## config.mk

```make
export PLATFORM = sky130hd
export DESIGN_NAME = pow2_radix_int_to_text_top
export DESIGN_NICKNAME = d
export VERILOG_FILES = /design/src/hdl/i2t_pkg.sv /design/src/hdl/i2t_front.sv /design/src/hdl/i2t_queue.sv /design/src/hdl/i2t_back.sv /design/src/hdl/pow2_radix_int_to_text_top.sv
export SDC_FILE = /design/constraint.sdc
export NUM_CORES = 1
export LEC_CHECK = 0
export BUFFER_PORTS_ARGS = -buffer_cell sky130_fd_sc_hd__buf_2
export CORE_UTILIZATION = 40
export DETAILED_ROUTE_END_ITERATION = 8
export HOLD_SLACK_MARGIN = 0.06
export PLACE_DENSITY_LB_ADDON = 0.3
export SLEW_MARGIN = 25
export SYNTH_ARGS = -nofsm -noshare
export SYNTH_HDL_FRONTEND = slang
export SYNTH_SLANG_ARGS = --single-unit
```

## constraint.sdc

```tcl
create_clock -name clk -period 3.8 [get_ports clk]
set_input_delay 1.14 -clock clk [delete_from_list [all_inputs] [get_ports clk]]
set_output_delay 1.14 -clock clk [all_outputs]
set_load 0.05 [all_outputs]
```

## src/hdl/i2t_pkg.sv

```systemverilog
// shared types, constants and helper functions for the power-of-two radix
// integer to text block; no dependencies
package i2t_pkg;

	// word and datapath sizes
	localparam int WORD_BITS = 32;
	localparam int PAD_W     = WORD_BITS + 4;
	localparam int CNT_W     = $clog2(WORD_BITS + 1);
	localparam int SH_W      = $clog2(PAD_W);
	localparam int Q_DEPTH   = 2;
	localparam int QP_W      = (Q_DEPTH > 1) ? $clog2(Q_DEPTH) : 1;
	localparam int QC_W      = $clog2(Q_DEPTH + 1);

	// radix register limits and reset value
	localparam logic [2:0] RADIX_MIN   = 3'd1;
	localparam logic [2:0] RADIX_MAX   = 3'd5;
	localparam logic [2:0] RADIX_RESET = 3'd4;

	// character codes
	localparam logic [7:0] CHAR_MINUS  = 8'h2D;
	localparam logic [7:0] CHAR_ZERO   = 8'h30;
	localparam logic [7:0] CHAR_A      = 8'h41;
	localparam logic [4:0] DEC_DIGITS  = 5'd10;

	// one classified value waiting for the back end
	typedef struct packed {
		logic             neg;
		logic [PAD_W-1:0] word;
		logic [2:0]       rbits;
		logic [CNT_W-1:0] ndig;
	} i2t_item_t;

	// queue status seen by the front end
	typedef struct packed {
		logic full;
		logic empty;
	} i2t_qstat_t;

	typedef enum logic [1:0] {
		BK_IDLE,
		BK_SIGN,
		BK_DIGITS
	} i2t_bk_state_t;

	// clamp the raw register to the supported digit widths
	function automatic logic [2:0] eff_radix(input logic [2:0] raw);
		logic [2:0] r;
		r = raw;
		if (raw < RADIX_MIN) begin
			r = RADIX_MIN;
		end else if (raw > RADIX_MAX) begin
			r = RADIX_MAX;
		end
		return r;
	endfunction

	// digit positions of a full word at a given digit width
	function automatic logic [CNT_W-1:0] ndig_of(input logic [2:0] r);
		logic [CNT_W-1:0] n;
		unique case (r)
			3'd1: n = CNT_W'(WORD_BITS);
			3'd2: n = CNT_W'((WORD_BITS + 1) / 2);
			3'd3: n = CNT_W'((WORD_BITS + 2) / 3);
			3'd4: n = CNT_W'((WORD_BITS + 3) / 4);
			default: n = CNT_W'((WORD_BITS + 4) / 5);
		endcase
		return n;
	endfunction

	// left shift that puts the top digit at the top of the padded word
	function automatic logic [SH_W-1:0] pad_of(input logic [2:0] r);
		logic [SH_W-1:0] s;
		unique case (r)
			3'd1: s = SH_W'(PAD_W - WORD_BITS);
			3'd2: s = SH_W'(PAD_W - ((WORD_BITS + 1) / 2) * 2);
			3'd3: s = SH_W'(PAD_W - ((WORD_BITS + 2) / 3) * 3);
			3'd4: s = SH_W'(PAD_W - ((WORD_BITS + 3) / 4) * 4);
			default: s = SH_W'(PAD_W - ((WORD_BITS + 4) / 5) * 5);
		endcase
		return s;
	endfunction

	// digit alphabet 0-9 then A-V
	function automatic logic [7:0] digit_char(input logic [4:0] d);
		logic [7:0] c;
		if (d < DEC_DIGITS) begin
			c = CHAR_ZERO + 8'(d);
		end else begin
			c = CHAR_A + 8'(d - DEC_DIGITS);
		end
		return c;
	endfunction

endpackage

```

## src/hdl/i2t_front.sv

```systemverilog
// front end: radix register, input accept and classification of each value
// depends on i2t_pkg
module i2t_front import i2t_pkg::*; (
	input  logic                 clk,
	input  logic                 arst_n,
	input  logic                 start,
	input  logic [WORD_BITS-1:0] value,
	input  logic                 cfg_valid,
	input  logic [2:0]           radix_bits,
	input  i2t_qstat_t           qstat,
	output logic                 busy,
	output logic                 cfg_ready,
	output logic                 push,
	output i2t_item_t            item
);

	logic [2:0]           radix_q;
	logic [2:0]           r_eff;
	logic                 neg;
	logic [WORD_BITS-1:0] mag;

	// radix register, always writable
	assign cfg_ready = 1'b1;

	always_ff @(posedge clk or negedge arst_n) begin
		if (!arst_n) begin
			radix_q <= RADIX_RESET;
		end else if (cfg_valid && cfg_ready) begin
			radix_q <= radix_bits;
		end
	end

	// accept while the queue has room
	assign busy = qstat.full;
	assign push = start && !busy;

	// sign, magnitude and top-digit alignment
	always_comb begin
		r_eff      = eff_radix(radix_q);
		neg        = value[WORD_BITS-1];
		mag        = neg ? (~value + WORD_BITS'(1)) : value;
		item.neg   = neg;
		item.word  = PAD_W'(mag) << pad_of(r_eff);
		item.rbits = r_eff;
		item.ndig  = ndig_of(r_eff);
	end

endmodule

```

## src/hdl/i2t_queue.sv

```systemverilog
// short register queue between the front and back ends
// depends on i2t_pkg
module i2t_queue import i2t_pkg::*; (
	input  logic       clk,
	input  logic       arst_n,
	input  logic       push,
	input  i2t_item_t  push_item,
	input  logic       pop,
	output i2t_item_t  head,
	output i2t_qstat_t qstat
);

	i2t_item_t         entry_q [Q_DEPTH];
	logic [QP_W-1:0]   wr_ptr_q;
	logic [QP_W-1:0]   rd_ptr_q;
	logic [QC_W-1:0]   count_q;
	logic              do_push;
	logic              do_pop;

	assign qstat.full  = (count_q == QC_W'(Q_DEPTH));
	assign qstat.empty = (count_q == '0);
	assign do_push     = push && !qstat.full;
	assign do_pop      = pop && !qstat.empty;
	assign head        = entry_q[rd_ptr_q];

	// entry storage
	always_ff @(posedge clk) begin
		if (do_push) begin
			entry_q[wr_ptr_q] <= push_item;
		end
	end

	// pointers and fill count
	always_ff @(posedge clk or negedge arst_n) begin
		if (!arst_n) begin
			wr_ptr_q <= '0;
			rd_ptr_q <= '0;
			count_q  <= '0;
		end else begin
			if (do_push) begin
				wr_ptr_q <= (wr_ptr_q == QP_W'(Q_DEPTH - 1)) ? '0 : wr_ptr_q + QP_W'(1);
			end
			if (do_pop) begin
				rd_ptr_q <= (rd_ptr_q == QP_W'(Q_DEPTH - 1)) ? '0 : rd_ptr_q + QP_W'(1);
			end
			if (do_push && !do_pop) begin
				count_q <= count_q + QC_W'(1);
			end else if (do_pop && !do_push) begin
				count_q <= count_q - QC_W'(1);
			end
		end
	end

endmodule

```

## src/hdl/i2t_back.sv

```systemverilog
// back end: digit shifter, leading zero suppression and character output
// depends on i2t_pkg
module i2t_back import i2t_pkg::*; (
	input  logic       clk,
	input  logic       arst_n,
	input  i2t_item_t  head,
	input  logic       q_empty,
	output logic       pop,
	output logic       idle,
	output logic       char_valid,
	output logic [7:0] char_code,
	output logic       last
);

	i2t_bk_state_t    state_q, state_d;
	logic [PAD_W-1:0] sh_q, sh_d;
	logic [CNT_W-1:0] left_q, left_d;
	logic [2:0]       r_q, r_d;
	logic             started_q, started_d;
	logic             valid_q, valid_d;
	logic [7:0]       code_q, code_d;
	logic             last_q, last_d;
	logic [4:0]       top5;
	logic [4:0]       digit;
	logic             final_digit;
	logic             show;

	// top digit of the aligned word
	assign top5        = sh_q[PAD_W-1 -: 5];
	assign digit       = top5 >> (RADIX_MAX - r_q);
	assign final_digit = (left_q == CNT_W'(1));
	assign show        = (digit != '0) || started_q || final_digit;
	assign idle        = (state_q == BK_IDLE);

	// state and datapath registers
	always_ff @(posedge clk or negedge arst_n) begin
		if (!arst_n) begin
			state_q   <= BK_IDLE;
			valid_q   <= 1'b0;
			started_q <= 1'b0;
		end else begin
			state_q   <= state_d;
			valid_q   <= valid_d;
			started_q <= started_d;
		end
	end

	always_ff @(posedge clk) begin
		sh_q   <= sh_d;
		left_q <= left_d;
		r_q    <= r_d;
		code_q <= code_d;
		last_q <= last_d;
	end

	// next state, load from queue and character selection
	always_comb begin
		state_d   = state_q;
		sh_d      = sh_q;
		left_d    = left_q;
		r_d       = r_q;
		started_d = started_q;
		valid_d   = 1'b0;
		code_d    = code_q;
		last_d    = 1'b0;
		pop       = 1'b0;
		unique case (state_q)
			BK_IDLE: begin
				pop = !q_empty;
			end
			BK_SIGN: begin
				valid_d = 1'b1;
				code_d  = CHAR_MINUS;
				state_d = BK_DIGITS;
			end
			BK_DIGITS: begin
				valid_d   = show;
				code_d    = digit_char(digit);
				last_d    = final_digit;
				started_d = started_q || show;
				sh_d      = sh_q << r_q;
				left_d    = left_q - CNT_W'(1);
				if (final_digit) begin
					state_d = BK_IDLE;
					pop     = !q_empty;
				end
			end
			default: begin
				state_d = BK_IDLE;
			end
		endcase
		// start the next value right behind this one
		if (pop) begin
			sh_d      = head.word;
			left_d    = head.ndig;
			r_d       = head.rbits;
			started_d = 1'b0;
			state_d   = head.neg ? BK_SIGN : BK_DIGITS;
		end
	end

	assign char_valid = valid_q;
	assign char_code  = code_q;
	assign last       = last_q;

endmodule

```

## src/hdl/pow2_radix_int_to_text_top.sv

```systemverilog
// top level of the power-of-two radix integer to text block
// depends on i2t_pkg, i2t_front, i2t_queue and i2t_back
//
// Prints a signed 32-bit value in base 2, 4, 8, 16 or 32 (radix_bits 1..5,
// 0 reads as 1, 6 and 7 as 5), one ASCII character per char_valid beat,
// most significant digit first, with a leading '-' for negative values and
// last on the final character. The receiver cannot stall: each character is
// shown for exactly one cycle. A value is taken when start is high and busy
// is low; a two-entry queue lets up to two values wait while one prints.
// The digit shifter takes one digit position per cycle, leading zeros
// included (32, 16, 11, 8 or 7 positions), after a sign step for a negative
// value; values back to back follow each other with no gap, and from an
// empty block a value passes the queue entry, the back end state register
// and the output register before its first character appears.
module pow2_radix_int_to_text_top import i2t_pkg::*; (
	input  logic                 clk,
	input  logic                 arst_n,
	input  logic                 start,
	output logic                 busy,
	input  logic [WORD_BITS-1:0] value,
	input  logic                 cfg_valid,
	output logic                 cfg_ready,
	input  logic [2:0]           radix_bits,
	output logic                 char_valid,
	output logic [7:0]           char_code,
	output logic                 last
);

	i2t_item_t  push_item;
	i2t_item_t  head;
	i2t_qstat_t qstat;
	logic       push;
	logic       pop;
	logic       bk_idle;

	i2t_front u_front (
		.clk        (clk),
		.arst_n     (arst_n),
		.start      (start),
		.value      (value),
		.cfg_valid  (cfg_valid),
		.radix_bits (radix_bits),
		.qstat      (qstat),
		.busy       (busy),
		.cfg_ready  (cfg_ready),
		.push       (push),
		.item       (push_item)
	);

	i2t_queue u_queue (
		.clk       (clk),
		.arst_n    (arst_n),
		.push      (push),
		.push_item (push_item),
		.pop       (pop),
		.head      (head),
		.qstat     (qstat)
	);

	i2t_back u_back (
		.clk        (clk),
		.arst_n     (arst_n),
		.head       (head),
		.q_empty    (qstat.empty),
		.pop        (pop),
		.idle       (bk_idle),
		.char_valid (char_valid),
		.char_code  (char_code),
		.last       (last)
	);

`ifndef SYNTHESIS
	// the sign never ends a value's text
	a_minus_not_last: assert property (@(posedge clk) disable iff (!arst_n)
		char_valid && (char_code == CHAR_MINUS) |-> !last)
		else $error("minus sign flagged as last character");

	// an idle back end takes a waiting value at once
	a_idle_pops: assert property (@(posedge clk) disable iff (!arst_n)
		bk_idle && !qstat.empty |-> pop)
		else $error("back end idle while a value waits");

	// a non-final zero only follows another character of the same run
	a_zero_suppressed: assert property (@(posedge clk) disable iff (!arst_n)
		char_valid && (char_code == CHAR_ZERO) && !last |-> $past(char_valid))
		else $error("leading zero digit was printed");
`endif

endmodule

```

* Word-level counts from Yosys, hierarchy flattened *
Memory sizes are Yosys's and may differ from the RTL's.
Index checks and enable logic that the tools add are counted.

word-level totals
  bits in registers = 65
  bits in writable memories = 92
  output and inout bits = 12
  memories kept = 1

memory list
  memory           words  bits a word  read ports  clocked after Yosys merged registers in  wr ports  RTL line         source
  u_queue.entry_q  2      46           1           0                                        1         i2t_queue.sv:13  i2t_item_t entry_q [Q_DEPTH];

operators by class
  add/subtract/negate cells = 10
  $lt $le $gt $ge = 3
  equal/unequal tests = 10
  shift-type cells = 3
  muxes and demuxes = 26
  bitwise logic cells = 1
  reductions and logical operators = 20

operators by type and width
  operator                 number
  $mux W36                 2
  $shl A32 B3 Y36          1
  $shl A36 B3 Y36          1
  $add A32 B1 Y32 const B  1
  $mux W32                 1
  $not A32 Y32             1
  $pmux W6 S4              1
  $pmux W8 S2              1
  $mux W6                  2
  $mux W2                  5
  $add A7 B8 Y8 const A    1
  $mux W8                  1
  $add A6 B5 Y7 const A    1
  $mux W1                  7
  $eq A3 B2 Y1 const B     2
  $eq A6 B1 Y1 const B     1
  $mux W3                  2
  $pmux W2 S3              1
  $pmux W3 S2              1
  $reduce_bool A2 Y1       3
  $sub A5 B4 Y6 const B    1
  $sub A6 B1 Y6 const B    1
  $logic_and A1 B1 Y1      5
  $lt A5 B4 Y1 const B     1
  20 further kinds         29

* Depth between registers and ports, before layout *
Gate-level depths: netlist of the first run.

  depth after elaboration = 8
  mapped depth = 12
  mapped depth without buffers = 10

* By module *
A second synthesis of the first run with hierarchy kept.

unflattened totals
  cell total of the unflattened synthesis = 763
  area total of the unflattened synthesis = 9313.9 µm²

by module, submodules not included
  module     instances  cells each  area each (µm²)  sequential area each (µm²)
  i2t_back   1          365         4134.0           1681.6
  i2t_queue  1          162         3639.7           2862.7
  i2t_front  1          236         1540.2           76.3

* Worst setup path before layout of the first run *
Ideal clock, no wire load.

  path type = input to register
  start = in start
  end = mem u_queue.entry_q[0][10] (netlist bit), enable pin
  setup time = 447 ps
  arrival time = 3120 ps
  slack = 232 ps
  cell stages on the path = 2
  path buffers = 0
  cells stage by stage = nand2_1 nor2_1

between the ends
  cells in the longest elaborated chain, start to end = 4

ends and longest elaborated chain
  element                        RTL line                          source
  from (decl)                    pow2_radix_int_to_text_top.sv:18  input logic start,
  $logic_and A1 B1 Y1            i2t_front.sv:35                   assign push = start && !busy;
  $logic_and A1 B1 Y1            i2t_queue.sv:22                   assign do_push = push && !qstat.full;
  $mux W1                        i2t_queue.sv:28                   if (do_push) begin
  $mux W1 (implied by the code)  i2t_queue.sv:29                   entry_q[wr_ptr_q] <= push_item;
  to (decl)                      i2t_queue.sv:13

Every way passes these cells.

==> results.json, run 1 <==
{
  "area_growth_pct": 13.4,
  "synth_edf_count": 142,
  "yosysWarnings": 0,
  "rsz0062_at_grt": "false",
  "instances_no_fill": 1079,
  "clkSinkCount": 154,
  "synth.distinct_cells": 63,
  "ir_drop_v": 0.000398,
  "finalHoldViolCount": 0,
  "synth_area_leaders": "edfxtp_1 50%, mux4_2 5.0%, mux2i_1 4.3%",
  "maxCapViolCount": 0,
  "boundaryPins": 51,
  "fmax_mhz": 302,
  "dpl.cell_count": 1047,
  "worst_pin_slew_ns": 0.766,
  "vias": 6039,
  "cp.required_ns": 4.00,
  "status": "complete, no violations",
  "startpoint_type": "input pin",
  "core_sq_mm": 0.0211,
  "yosysTopAreaCell": "edfxtp_1",
  "worstPathArrival_ns": 3.51,
  "ff2ff_path_depth": 8,
  "yosysSeqAreaShare_pct": 53.0,
  "crit_fanout": 4,
  "cts_hold_buf": 0,
  "ys_seq_elements": 154,
  "post-route-util_pct": 46.3,
  "finalCritPeriodShare_pct": 87.2,
  "p_leak_nw": 3.53,
  "post-cts-setup-buffer-count": 0,
  "gp_congestion": 0.841,
  "netlist_instances": 756,
  "fin_crit_ns": 3.31,
  "grt.total_usage_pct": 17.6,
  "synth_area_sq_mm": 0.00861,
  "grt_start_max_net_pins": 61,
  "start_util_pct": 40.8,
  "grt_antenna_before_repair": 0,
  "port_buffers": 48,
  "r2r-end": "u_back.char_code[4]",
  "slowest_delay_ns": 0.51,
  "antenna_cells": 0,
  "clock_skew_ns": 0.00955,
  "drive_above_1_share_pct": 18.5,
  "crit_slowest_cell": "or4_1",
  "dieArea_sq_mm": 0.0221,
  "whs_ns": 0.508,
  "clk_path_buf_depth": 2,
  "routed_via_density": 5.60,
  "endpoint": "u_queue.entry_q[1][40]",
  "setup.worst_path.start": "value[0]",
  "wl_per_cell_microns": 17.0,
  "yosysMostFrequentCell": "edfxtp_1",
  "rows": 53,
  "numCtsBuffers": 17,
  "final-setup-viol-count": 0,
  "wl_mm": 18.3,
  "die_height_microns": 149,
  "synth_ff_type": "edfxtp_1",
  "num-fill-cells": 1961,
  "maxSlewViolCount": 0,
  "cts_tree": "yes",
  "crit_chain": "buf_2 > inv_1 > ha_1 > or3b_2 > or4_1 > o41ai_2 > xor2_1 > a32o_1 > a221oi_1",
  "synth_top_area_share_pct": 49.5,
  "final_nets": 841,
  "clk_latency_ns": 0.43,
  "die_w_microns": 149,
  "syn_area_per_cell_sq_um": 11.4,
  "path_class": "input pin to flop",
  "r2r_slack_ns": 0.95,
  "grt_pass1_vias": 5817,
  "grt-ovfl-total": 0,
  "ys_top_cells_by_count": "142 x edfxtp_1, 87 x nand2_1, 51 x nor2_1",
  "drc": 0,
  "antenna_left": 0,
  "drt_iter0_markers": 463,
  "drt_pre_antenna_iters": 5,
  "postCtsResizedCells": 0,
  "end_kind": "flop",
  "maxSlewHeadroom_pct": 48.9,
  "hold_path_class": "flop to flop",
  "reg2reg_from": "u_back.r_q[2]",
  "hpwl_mm": 12.7,
  "async_flop_share_pct": 7.14,
  "tns_ns": 0,
  "cts_root_buf": "clkbuf_16",
  "grt_pass1_wl_mm": 30.0,
  "clk_pin_slew_ns": 0.07,
  "cts-htree-levels": 4,
  "powerDensity_mw_per_mm2": 906
}
-- kinds of logic after synthesis --
logic type	Yosys count	share of synthesized area, %
fa+ha+maj	11	1.60
simple gates	218	12.0
buf+inv	73	3.40
other cells	2	0.0873
flops	154	53.0
compound gates	186	14.5
mux	69	11.0
xor+xnor	43	4.46
-- power by group --
group	total, mW	switching (mW)	internal, mW	leakage [nW]
Sequential	3.24	0.419	2.82	1.48
Combinational	3.91	2.36	1.55	1.75
Clock	1.69	0.796	0.898	0.299
-- cell type report --
class / instances / area (sq um) / area share (%)
clock buffer: 17 / 425 / 4.36
inverter: 18 / 67.6 / 0.692
timing repair buffer: 69 / 398 / 4.08
clock inverter: 15 / 189 / 1.94
tap: 275 / 344 / 3.53
sequential: 154 / 4560 / 46.8
multi-input combinational: 531 / 3770 / 38.6
-- stage by stage --
step,setup slack (ns),cell area [sq um],total power [mW]
finish,0.487,9760,8.84
global placement,0.148,9140,7.12
floorplan,0.232,8610,6.16
global route,0.354,9760,9.45
CTS,0.522,9760,8.90
detailed placement,0.0873,9140,7.15
-- metal layers --
layer	track usage (%)	part of all wire, %	vias up
met5	0	0	-
met1	24.2	47	2920
li1	-	-	2917
met2	27.9	47	181
met3	3.50	4.9	21
met4	5.77	1.2	0
-- placed cells by master, fill, tap and decap left out, types with 11 or more instances in the layout --
master     instances
a211oi_1          36
a21oi_1           48
a31oi_1           21
buf_2             48
buf_4             21
clkbuf_16         17
edfxtp_1         142
ha_1              11
inv_1             16
mux2_2            13
mux2i_1           37
mux4_2            19
nand2_1           86
nor2_1            50
nor2b_1           28
o21ai_0           26
o31ai_1           11
xnor2_1           18
xor2_1            24
-- flip-flops by register name, indices dropped and copies added, names as in the netlist, 2 cells and up --
register and count:
u_back.left_q 6, u_queue.count_q 2, u_back.sh_q 36, u_front.radix_q 3
u_back.state_q 2, u_back.char_code 7, u_queue.entry_q 90, u_back.r_q 3
-- worst min path at each step --
stage | startpoint | to | slack, ns | depth (start not counted)
after floorplan | u_queue.wr_ptr_q | u_queue.wr_ptr_q | 0.46 | 1
after global placement | u_queue.count_q[1] | u_queue.count_q[1] | 0.49 | 1
after detailed placement | u_queue.count_q[1] | u_queue.count_q[1] | 0.49 | 1
after CTS | u_queue.count_q[1] | u_queue.count_q[1] | 0.51 | 1
after global routing | u_queue.count_q[1] | u_queue.count_q[1] | 0.53 | 1
final | u_queue.count_q[1] | u_queue.count_q[1] | 0.51 | 1
-- worst max-delay path: cells and delay by family --
family                   cells  cell delay (ns)
AND/OR/NAND/NOR              2             0.99
AO/OA/AOI/OAI                3             0.88
buffers and inverters        2             0.20
adder cells (fa/ha/maj)      1             0.17
XOR/XNOR                     1             0.13
Power figures use the tool's default switching activity.
==> run 2, diff against run 1 <==
--- a/config.mk
+++ b/config.mk
@@ -6,10 +6,11 @@
 export NUM_CORES = 1
 export LEC_CHECK = 0
 export BUFFER_PORTS_ARGS = -buffer_cell sky130_fd_sc_hd__buf_2
+export CAP_MARGIN = 20
 export CORE_UTILIZATION = 40
 export DETAILED_ROUTE_END_ITERATION = 8
 export HOLD_SLACK_MARGIN = 0.06
-export PLACE_DENSITY_LB_ADDON = 0.3
+export PLACE_DENSITY = 0.61
 export SLEW_MARGIN = 25
 export SYNTH_ARGS = -nofsm -noshare
 export SYNTH_HDL_FRONTEND = slang
==> run 2 against run 1 <==
  * Power rose by 0.27%
  * Core utilization grew 0.083 points
  * Sequential power is 2% lower
  * Register-to-register slack better by 0.09 ns
  * Die area unchanged
  * Clock-buffer cell count unchanged
  * Non-clock buffer count fell by 3
  * Critical endpoint is now u_queue.entry_q[0][40]
  * Largest cell class unchanged
==> results.json, run 2 (same netlist as run 1, synthesis figures left out) <==
{
  "die_w_microns": 149,
  "clk_latency_ns": 0.43,
  "startpoint_type": "input pin",
  "numCtsBuffers": 17,
  "largest_reg_flops": 90,
  "antenna_cells": 0,
  "grt-ovfl-total": 0,
  "clock_skew_ns": 0.0131,
  "dr_wl_met2_mm": 8.56,
  "slowest_delay_ns": 0.51,
  "fin_crit_ns": 3.33,
  "cts_hold_buf": 0,
  "rows": 53,
  "cts-htree-levels": 4,
  "hpwl_mm": 12.6,
  "mostFrequentLayoutCell": "edfxtp_1",
  "clk_path_buf_depth": 2,
  "grt_pass1_vias": 5660,
  "powerDensity_mw_per_mm2": 907,
  "maxSlewViolCount": 0,
  "crit_slowest_cell": "or4_1",
  "status": "complete, no violations",
  "maxSlewHeadroom_pct": 48.7,
  "dieArea_sq_mm": 0.0221,
  "area_growth_pct": 13.6,
  "maxCapViolCount": 0,
  "whs_ns": 0.507,
  "cp.required_ns": 4.01,
  "antenna_left": 0,
  "crit_chain": "buf_2 > inv_1 > ha_1 > or3b_2 > or4_1 > o31ai_1 > xor2_1 > a32o_1 > a221oi_1",
  "tns_ns": 0,
  "worstPathArrival_ns": 3.54,
  "path_delay_family": "simple AND/OR/NAND/NOR gates",
  "drt_iter0_markers": 399,
  "worst_pin_slew_ns": 0.769,
  "p_seq_share_pct": 35.6,
  "die_height_microns": 149,
  "boundaryPins": 51,
  "finalCritPeriodShare_pct": 87.7,
  "wl_per_cell_microns": 17.0,
  "fmax_mhz": 300,
  "hold_path_class": "flop to flop",
  "post-route-util_pct": 46.4,
  "crit_fanout": 4,
  "drt_pre_antenna_iters": 5,
  "swShare_pct": 40.3,
  "layout_common_cells": "142 x edfxtp_1, 86 x nand2_1, 50 x nor2_1",
  "routed_via_density": 5.57,
  "drive_above_1_share_pct": 18.2,
  "rsz0062_at_grt": "false",
  "power_frac_comb_pct": 45.2,
  "postCtsResizedCells": 0,
  "cts_tree": "yes",
  "vias": 5995,
  "regMostFlops": "u_queue.entry_q",
  "num-fill-cells": 1995,
  "end_kind": "flop",
  "grt.total_usage_pct": 17.4,
  "critical_path_buf_inv_count": 2,
  "gp_congestion": 0.802,
  "cts_root_buf": "clkbuf_16",
  "path_class": "input pin to flop",
  "wl_mm": 18.3,
  "finalHoldViolCount": 0,
  "start_util_pct": 40.8,
  "routed.top_layer": "met4",
  "final_nets": 838,
  "grt_pass1_wl_mm": 29.8,
  "drc": 0,
  "clk_pin_slew_ns": 0.07,
  "post-cts-setup-buffer-count": 0,
  "intPower_mw": 5.29,
  "power_switching_mw": 3.58,
  "p_leak_nw": 3.53,
  "ir_drop_v": 0.000447,
  "port_buffers": 48,
  "final-setup-viol-count": 0,
  "core_sq_mm": 0.0211,
  "grt_antenna_before_repair": 0,
  "met1_length_mm": 8.99,
  "grt_start_max_net_pins": 61,
  "pwr-share-clk_pct": 19.1,
  "wl_met3_microns": 540,
  "clkSinkCount": 154
}
run 2: final cells by class:
cell class	count	area [sq um]	share of cell area, %
Inverter	18	67.6	0.691
Multi-Input combinational cell	531	3770	38.6
Timing Repair Buffer	66	413	4.22
Tap cell	275	344	3.52
Sequential cell	154	4560	46.7
Clock inverter	15	194	1.98
Clock buffer	17	425	4.35
run 2: power by group through the flow:
stage	logic, mW	clock network (mW)	registers [mW]
floorplan	2.97	0	3.19
global placement	3.97	0	3.18
detailed placement	4.00	0	3.19
CTS	4.03	1.73	3.16
global route	4.43	1.81	3.23
finish	4.01	1.70	3.16
run 2: worst paths after layout:
check	start	end	slack [ns]	cells past startpoint
worst max-delay path	value[0]	u_queue.entry_q[0][40]	0.47	9
worst min-delay path	u_queue.count_q[1]	u_queue.count_q[1]	0.51	1
worst max register to register	u_back.r_q[0]	u_back.char_code[4]	1.04	9
worst min register to register	u_queue.count_q[1]	u_queue.count_q[1]	0.51	1
max in group asynchronous	arst_n	u_front.radix_q[2]	2.92	1
min in group asynchronous	arst_n	u_queue.rd_ptr_q	0.59	1
run 2: layer usage:
| layer | up-vias | track usage [%] |
|---|---|---|
| li1 | 2930 | - |
| met1 | 2932 | 24.6 |
| met2 | 119 | 27.3 |
| met3 | 14 | 3.01 |
| met4 | 0 | 5.62 |
| met5 | - | 0 |
run 2: stage by stage:
stage / instance area [sq um] / instances / power [mW] / setup WS (ns)
after floorplan: 8610 / 758 / 6.16 / 0.232
after global placement: 9160 / 1044 / 7.15 / 0.180
after detailed placement: 9160 / 1044 / 7.19 / 0.0587
after CTS: 9780 / 1076 / 8.92 / 0.504
after global routing: 9780 / 1076 / 9.47 / 0.365
final: 9780 / 1076 / 8.87 / 0.468
==> run 3, diff against run 2 <==
--- a/config.mk
+++ b/config.mk
@@ -10,7 +10,7 @@
 export CORE_UTILIZATION = 40
 export DETAILED_ROUTE_END_ITERATION = 8
 export HOLD_SLACK_MARGIN = 0.06
-export PLACE_DENSITY = 0.61
+export PLACE_DENSITY = 0.65
 export SLEW_MARGIN = 25
 export SYNTH_ARGS = -nofsm -noshare
 export SYNTH_HDL_FRONTEND = slang
==> run 3 against run 2 <==
  * Via count rose by 1.2%
  * Clock-buffer cell count unchanged
  * Fmax up 0.38%
  * Critical path type unchanged
==> results.json, run 3 (same netlist as run 1, synthesis figures left out) <==
{
  "area_growth_pct": 13.5,
  "clk_pin_slew_ns": 0.07,
  "dieArea_sq_mm": 0.0221,
  "cts_tree": "yes",
  "tns_ns": 0,
  "rows": 53,
  "routed_via_density": 5.64,
  "startpoint_type": "input pin",
  "grt_pass1_vias": 5778,
  "hold_depth": 1,
  "layout_common_cells": "142 x edfxtp_1, 86 x nand2_1, 50 x nor2_1",
  "largest_reg_flops": 90,
  "maxCapViolCount": 0,
  "antenna_cells": 0,
  "worst_pin_slew_ns": 0.898,
  "powerDensity_mw_per_mm2": 908,
  "antenna_left": 0,
  "fmax_mhz": 301,
  "grt.total_usage_pct": 17.3,
  "vias": 6069,
  "wl_mm": 18.3,
  "status": "complete, no violations",
  "drt_pre_antenna_iters": 5,
  "boundaryPins": 51,
  "maxSlewHeadroom_pct": 40.1,
  "finalCritPeriodShare_pct": 87.4,
  "r2r-end": "u_back.char_code[4]",
  "p_seq_share_pct": 36.1,
  "drive_above_1_share_pct": 18.3,
  "finalHoldViolCount": 0,
  "power_switching_mw": 3.59,
  "fin_crit_ns": 3.32,
  "worstPathArrival_ns": 3.52,
  "intPower_mw": 5.29,
  "grt_antenna_before_repair": 0,
  "instances_no_fill": 1077,
  "start_util_pct": 40.8,
  "maxSlewViolCount": 0,
  "pwr-share-clk_pct": 19.3,
  "rsz0062_at_grt": "false",
  "cp.required_ns": 4.00,
  "hpwl_mm": 12.8,
  "cts-htree-levels": 4,
  "numCtsBuffers": 17,
  "cts_hold_buf": 0,
  "hold_end": "u_queue.count_q[1]",
  "clock_skew_ns": 0.0133,
  "hold_path_class": "flop to flop",
  "final_nets": 839,
  "r2r_slack_ns": 0.99,
  "final-setup-viol-count": 0,
  "path_class": "input pin to flop",
  "clk_latency_ns": 0.43,
  "reg2reg_from": "u_back.r_q[0]",
  "post-cts-setup-buffer-count": 0,
  "port_buffers": 48,
  "mostFrequentLayoutCell": "edfxtp_1",
  "grt_start_max_net_pins": 62,
  "clkSinkCount": 154,
  "end_kind": "flop",
  "wl_per_cell_microns": 17.0,
  "dpl.cell_count": 1045,
  "crit_fanout": 4,
  "min_from": "u_queue.count_q[1]",
  "grt-ovfl-total": 0,
  "whs_ns": 0.507,
  "gp_congestion": 0.824,
  "clk_path_buf_depth": 2,
  "power_frac_comb_pct": 44.6,
  "p_leak_nw": 3.54,
  "cts_root_buf": "clkbuf_16",
  "postCtsResizedCells": 0,
  "ir_drop_v": 0.000467,
  "die_w_microns": 149,
  "regMostFlops": "u_queue.entry_q",
  "core_sq_mm": 0.0211,
  "num-fill-cells": 1989,
  "swShare_pct": 40.4,
  "drt_iter0_markers": 367,
  "die_height_microns": 149,
  "ff2ff_path_depth": 9,
  "drc": 0,
  "grt_pass1_wl_mm": 29.9
}
## run 3: worst max-delay path by stage
| stage | endpoint | slack [ns] | cells after the start | start |
|---|---|---|---|---|
| 2_1_floorplan | u_queue.entry_q[0][10] | 0.23 | 2 | start |
| 3_3_place_gp | u_queue.entry_q[1][40] | 0.15 | 9 | value[0] |
| 3_5_place_dp | u_queue.entry_q[0][40] | 0.03 | 9 | value[0] |
| 4_1_cts | u_queue.entry_q[0][40] | 0.48 | 9 | value[0] |
| 5_1_grt | u_queue.entry_q[0][40] | 0.32 | 9 | value[0] |
| 6_report | u_queue.entry_q[1][40] | 0.48 | 9 | value[0] |
## run 3: power by group through the flow
stage	clock (mW)	combinational [mW]	sequential, mW
global route	1.80	4.34	3.28
finish	1.71	3.95	3.21
detailed placement	0	3.93	3.24
floorplan	0	2.97	3.19
CTS	1.74	3.97	3.21
global placement	0	3.90	3.22
## run 3: metrics by stage
step,utilization (%),setup slack [ns],power [mW],instance area (sq um)
final,46.3,0.480,8.87,9770
after global routing,46.3,0.324,9.43,9770
after CTS,46.3,0.476,8.92,9770
after detailed placement,43.4,0.0293,7.17,9150
after global placement,43.4,0.154,7.12,9150
after floorplan,-,0.232,6.16,8610
## run 3: critical path, cell delays in order
cell      delay [ns]
buf_2           0.12
inv_1           0.09
ha_1            0.18
or3b_2          0.48
or4_1           0.51
o31ai_1         0.29
xor2_1          0.16
a32o_1          0.24
a221oi_1        0.31
## run 3: metal layers
layer	share of wire, %	track usage, %
met1	48	24.1
met2	47	27.4
met3	3.8	2.61
met4	1.1	6.13
met5	0	0
## run 3: area by class of cell
cell class	instances	area (sq um)	share of cell area (%)
flip-flops and latches	154	4560	46.7
repair buffers	67	408	4.17
clock inverters	15	194	1.98
well taps	275	344	3.52
clock buffers	17	425	4.35
multi-input cells	531	3770	38.6
inverters	18	67.6	0.691
